<file path="src/rtl/sbs_ram.sv">
// generic single-port synchronous ram with registered read
module sbs_ram #(
  parameter int unsigned Width = 8,
  parameter int unsigned Depth = 16
) (
  input  logic                     clk_i,
  input  logic                     we_i,
  input  logic [$clog2(Depth)-1:0] addr_i,
  input  logic [Width-1:0]         wdata_i,
  output logic [Width-1:0]         rdata_o
);
  logic [Width-1:0] mem_q [Depth];
  logic [Width-1:0] rdata_q;

  always_ff @(posedge clk_i) begin
    if (we_i) begin
      mem_q[addr_i] <= wdata_i;
    end
    rdata_q <= mem_q[addr_i];
  end

  assign rdata_o = rdata_q;
endmodule

</file>
<file path="config.mk">
export PLATFORM = sky130hd
export DESIGN_NAME = sbs_ram
export DESIGN_NICKNAME = d
export VERILOG_FILES = /design/src/rtl/sbs_ram.sv
export SDC_FILE = /design/constraint.sdc
export NUM_CORES = 1
export LEC_CHECK = 0
export BUFFER_PORTS_ARGS = -buffer_cell sky130_fd_sc_hd__buf_4
export CAP_MARGIN = 25
export CORE_MARGIN = 4
export CORE_UTILIZATION = 55
export CTS_BUF_LIST = sky130_fd_sc_hd__clkbuf_4 sky130_fd_sc_hd__clkbuf_8 sky130_fd_sc_hd__clkbuf_16
export DETAILED_ROUTE_END_ITERATION = 6
export PLACE_DENSITY = 0.72
export SETUP_SLACK_MARGIN = 0.1
export SYNTH_ARGS = -nofsm -noshare
export SYNTH_HDL_FRONTEND = slang
export SYNTH_SLANG_ARGS = --single-unit
export TNS_END_PERCENT = 100
</file>
<file path="constraint.sdc">
create_clock -name clk_i -period 2.6 [get_ports clk_i]
set_input_delay 0.26 -clock clk_i [delete_from_list [all_inputs] [get_ports clk_i]]
set_output_delay 0.26 -clock clk_i [all_outputs]
set_load 0.01 [all_outputs]
</file>
* Word level (Yosys, flattened, before mapping)
Memories as Yosys holds them, arrays and structs flattened. A register that Yosys moved wholly into a read port is not among the register bits.
Cells that the tools add are included.
** Storage, ports and cells
- Flip-flop bits (word level) :: 0
- RAM bits :: 128
- Input bits :: 14
- Output and inout port bits :: 8
- Word-level logic and storage cells :: 3
- Memories kept :: 1
** Cells by class
- Multiplexer cells :: 2
** Memory list
- mem_q :: depth 16, width 8, read ports 1, clocked after Yosys merged registers in 1, write ports 1, line 12 : logic [Width-1:0] mem_q [Depth];
** Operators by type and width (number)
- 1-bit two-way mux :: 2

* Logic depth before layout (Yosys ltp)
- Word-level depth :: 2
- Mapped depth :: 5
- Gate-level depth less buffers :: 3

* Worst setup path after synthesis
OpenSTA, ideal clock, no wires.
- Path kind :: input to register
- Start point :: input addr_i[2]
- End point :: memory mem_q[0][0], enable pin
- Setup time :: 383 ps
- Arrival :: 1370 ps
- Required time :: 2217 ps
- Setup slack :: 847 ps
- Cell stages on the path :: 2
- Path buffers :: 0
- Path through :: or3b_2 -> nor3_1
** RTL lines
- from (decl) :: line 8 : input logic [$clog2(Depth)-1:0] addr_i,
- to (decl) :: line 12
No word-level cell before the write port.

* Final worst setup path
- Start point :: input addr_i[1]
- End point :: memory mem_q[13][7], enable pin
No word-level cell before the write port.

==> run_results.csv <==
group,metric,value,unit
power,power_switching,1.03,mW
sta,post_route_minimum_period,1.37,ns
detailed_routing,postRouteAntennaNets,0,
worst_setup_path,worstSetupPathType,"in2reg",
power,share_comb_of_total_power,4.5,%
job,cap_violations,0,
power,power-per-cell-area,881,nW/um^2
logic_synthesis,synthMuxAreaShare,14.2,%
sta,worstMarginPinSlew,0.815,ns
global_routing,antenna_violations_before_repair,0,
placement,detailed_place_hpwl,5860,um
global_routing,first_pass_grt_wire_length,14900,um
sta,timing_max_transition_violations_final,0,
placement,placedInstanceArea,5430,um^2
power,report.power.total,5.38,mW
detailed_routing,dr.pass1.iters,5,
cells_and_area,syn2layout_area_growth,20.4,%
cells_and_area,post-route-cell-area,6100,um^2
worst_setup_path,r2r.worst_path.cells,3,
logic_synthesis,synth.ff_latch_count,136,
clock_tree,cts_resized,0,
detailed_routing,routed_wirelength_normalized_by_instance_count,23.5,um
cells_and_area,fraction_of_final_layout_cells_with_drive_strength_greater_than_1,35.4,%
detailed_routing,number_of_drc_violations_after_detailed_routing,0,
logic_synthesis,netlist_area_before_placement,5070,um^2
worst_setup_path,cp.required,2.74,ns
floorplanning,die_height,104,um
logic_synthesis,yosys.area_share.xor_xnor,0,%
global_routing,grt_max_degree,40,
clock_tree,clkSinkCount,136,
worst_setup_path,critical_path.endpoint_type,"register",
global_routing,vias_in_the_first_global_route,2542,
logic_synthesis,synthesis.area_per_instance,22.0,um^2
sta,hold_slack,0.0497,ns
logic_synthesis,combinational_family_with_the_most_area_after_synthesis,"multiplexers",
logic_synthesis,ys_types,18,
floorplanning,row_count,34,
clock_tree,cts_tree,"built",
power,share_seq_of_total_power,45.8,%
min_path,hold_class,"in2reg",
global_routing,grt-ovfl-total,0,
floorplanning,ios,22,
detailed_routing,vias,2361,
clock_tree,cts.reportedPaths.clkPinSlew,0.06,ns
worst_setup_path,rrSetupSlack,1.24,ns
placement,io_buffer_count,21,
sta,setup_viol,0,
cells_and_area,finish.net_count,289,
worst_setup_path,critical_path.startpoint_type,"primary input",
sta,tns,0,ns
clock_tree,postCtsHoldBufs,0,
worst_setup_path,rr_startpoint,"mem_q[0][0]",
logic_synthesis,post_synth_net_total,244,
clock_tree,numCtsBuffers,17,
logic_synthesis,post_synth_fa_ha_maj_area_fraction,0,%
power,switching_share_of_power,19.2,%
worst_setup_path,crit_end,"mem_q[13][7]",
logic_synthesis,synth_cells,230,
detailed_routing,wirelength,9290,um
global_routing,globalRouteTotalUtil,18.9,%
sta,hold_violations,0,
min_path,min-delay-start,"wdata_i[7]",
floorplanning,floorplan.initialDensity,57.3,%
clock_tree,clk_latency_worst_skew_pair,0.52,ns
cells_and_area,num_antenna_cells,0,
clock_tree,ctsRootBufferMaster,"sky130_fd_sc_hd__clkbuf_8",
sta,skew,0.00574,ns
worst_setup_path,timing.critical_path.fanout_max,39,
placement,routability_cong,0.757,
sta,setup_repair_after_global_routing_missed_its_margin,"no",
power,cellLeakagePower,2.05,nW
detailed_routing,viasPerCell,5.96,
logic_synthesis,yosys_warnings,0,
power,power.ir.vdd_worst,0.501,mV
worst_setup_path,timing.critical_path.arrival,1.52,ns
floorplanning,core_area,8850,um^2
power,clock_power_share,49.7,%
logic_synthesis,ys_seq_area_share,79.0,%
logic_synthesis,synth_compound_area_share,2.37,%
clock_tree,htreeDepth,4,
clock_tree,post-cts-setup-buffers,0,
sta,fmax,728,MHz
worst_setup_path,timing.rr.end,"rdata_o[0]",
floorplanning,floorplan.die.width,104,um
logic_synthesis,synth-simple-area-share,3.21,%
sta,final_min_period_over_clock_period,52.8,%
run_status,status,"finished clean",
detailed_routing,dr.first_iter.drc_count,153,
clock_tree,cts-root-to-sink-buffers,2,
worst_setup_path,critical_path.startpoint,"addr_i[1]",
power,p_int,4.35,mW
sta,timing.slew.headroom,45.5,%
floorplanning,die_area,10800,um^2
==> cell type report <==
cell class | instances | area [um^2]
clock buffers | 19 | 429
clock inverters | 13 | 240
fillers | 540 | 2750
multi-input cells | 83 | 1000
flip-flops and latches | 136 | 4000
well taps | 108 | 135
repair buffers | 37 | 290
==> metal layers <==
layer  vias to the layer above  track usage (%)  wire, um
li1                       1053                -         -
met1                      1225             24.9      3850
met2                        68             30.3      4810
met3                        15             5.28       479
met4                         0             7.50       152
met5                         -                0         0
==> cell families (layout without fill, tap and decap cells) <==
family                 after synthesis  in the layout
DFF                                136            136
muxes                               32             32
AOI/OAI and AO/OA                   16             16
buffers and inverters               11             69
and+or+nand+nor                     35             35
==> worst max-delay path: stages <==
cell and delay, ns:
sky130_fd_sc_hd__buf_4 0.28, sky130_fd_sc_hd__nand2b_1 0.30, sky130_fd_sc_hd__nor2_1 0.67
==> stage by stage <==
step           utilization (%)  std cells  worst slack, ns
2_1_floorplan                -        230            0.847
3_3_place_gp              61.4        364            0.733
3_5_place_dp              61.4        364            0.696
4_1_cts                   69.0        396             1.24
5_1_grt                   69.0        396             1.14
6_report                  69.0        396             1.23
==> worst min path at each step <==
stage	cells past startpoint	slack, ns	endpoint
after detailed placement	1	0.58	mem_q[8][1]
final	1	0.05	mem_q[8][7]
after global routing	1	0.05	mem_q[8][7]
after floorplan	0	0.36	mem_q[0][0]
after global placement	1	0.56	mem_q[8][7]
after CTS	1	0.04	mem_q[8][2]
==> synth_stat cells <==
cell | n | share of area [%]
sky130_fd_sc_hd__a22oi_1 | 16 | 2.4
sky130_fd_sc_hd__and2_1 | 1 | 0.12
sky130_fd_sc_hd__buf_1 | 4 | 0.30
sky130_fd_sc_hd__buf_2 | 2 | 0.20
sky130_fd_sc_hd__buf_6 | 2 | 0.44
sky130_fd_sc_hd__clkbuf_1 | 2 | 0.15
sky130_fd_sc_hd__clkbuf_2 | 1 | 0.099
sky130_fd_sc_hd__dfxtp_1 | 8 | 3.2
sky130_fd_sc_hd__edfxtp_1 | 128 | 76
sky130_fd_sc_hd__mux4_2 | 32 | 14
sky130_fd_sc_hd__nand2_1 | 9 | 0.67
sky130_fd_sc_hd__nand2b_1 | 2 | 0.25
sky130_fd_sc_hd__nand3_1 | 1 | 0.099
sky130_fd_sc_hd__nand3b_1 | 2 | 0.30
sky130_fd_sc_hd__nor2_1 | 13 | 0.96
sky130_fd_sc_hd__nor2b_1 | 2 | 0.25
sky130_fd_sc_hd__nor3_1 | 4 | 0.40
sky130_fd_sc_hd__or3b_2 | 1 | 0.17
==> placed cells by master (no fill, tap or decap), types with 4 or more instances in the layout <==
master,synthesis,layout
sky130_fd_sc_hd__a22oi_1,16,16
sky130_fd_sc_hd__buf_4,0,36
sky130_fd_sc_hd__bufinv_16,0,6
sky130_fd_sc_hd__clkbuf_16,0,16
sky130_fd_sc_hd__dfxtp_1,8,8
sky130_fd_sc_hd__edfxtp_1,128,128
sky130_fd_sc_hd__inv_6,0,4
sky130_fd_sc_hd__mux4_2,32,32
sky130_fd_sc_hd__nand2_1,9,9
sky130_fd_sc_hd__nor2_1,13,13
sky130_fd_sc_hd__nor3_1,4,4
==> registers in the layout, summed over array words and instances (netlist names) <==
name     count
mem_q      128
rdata_o      8
==> power groups by stage <==
stage	Sequential (mW)	Clock, mW	Combinational (mW)
final	2.47	2.67	0.240
after global routing	2.47	2.83	0.261
after CTS	2.47	2.70	0.245
after detailed placement	2.51	0	0.241
after global placement	2.51	0	0.234
after floorplan	2.51	0	0.126
(Power assumes the default switching activity.)
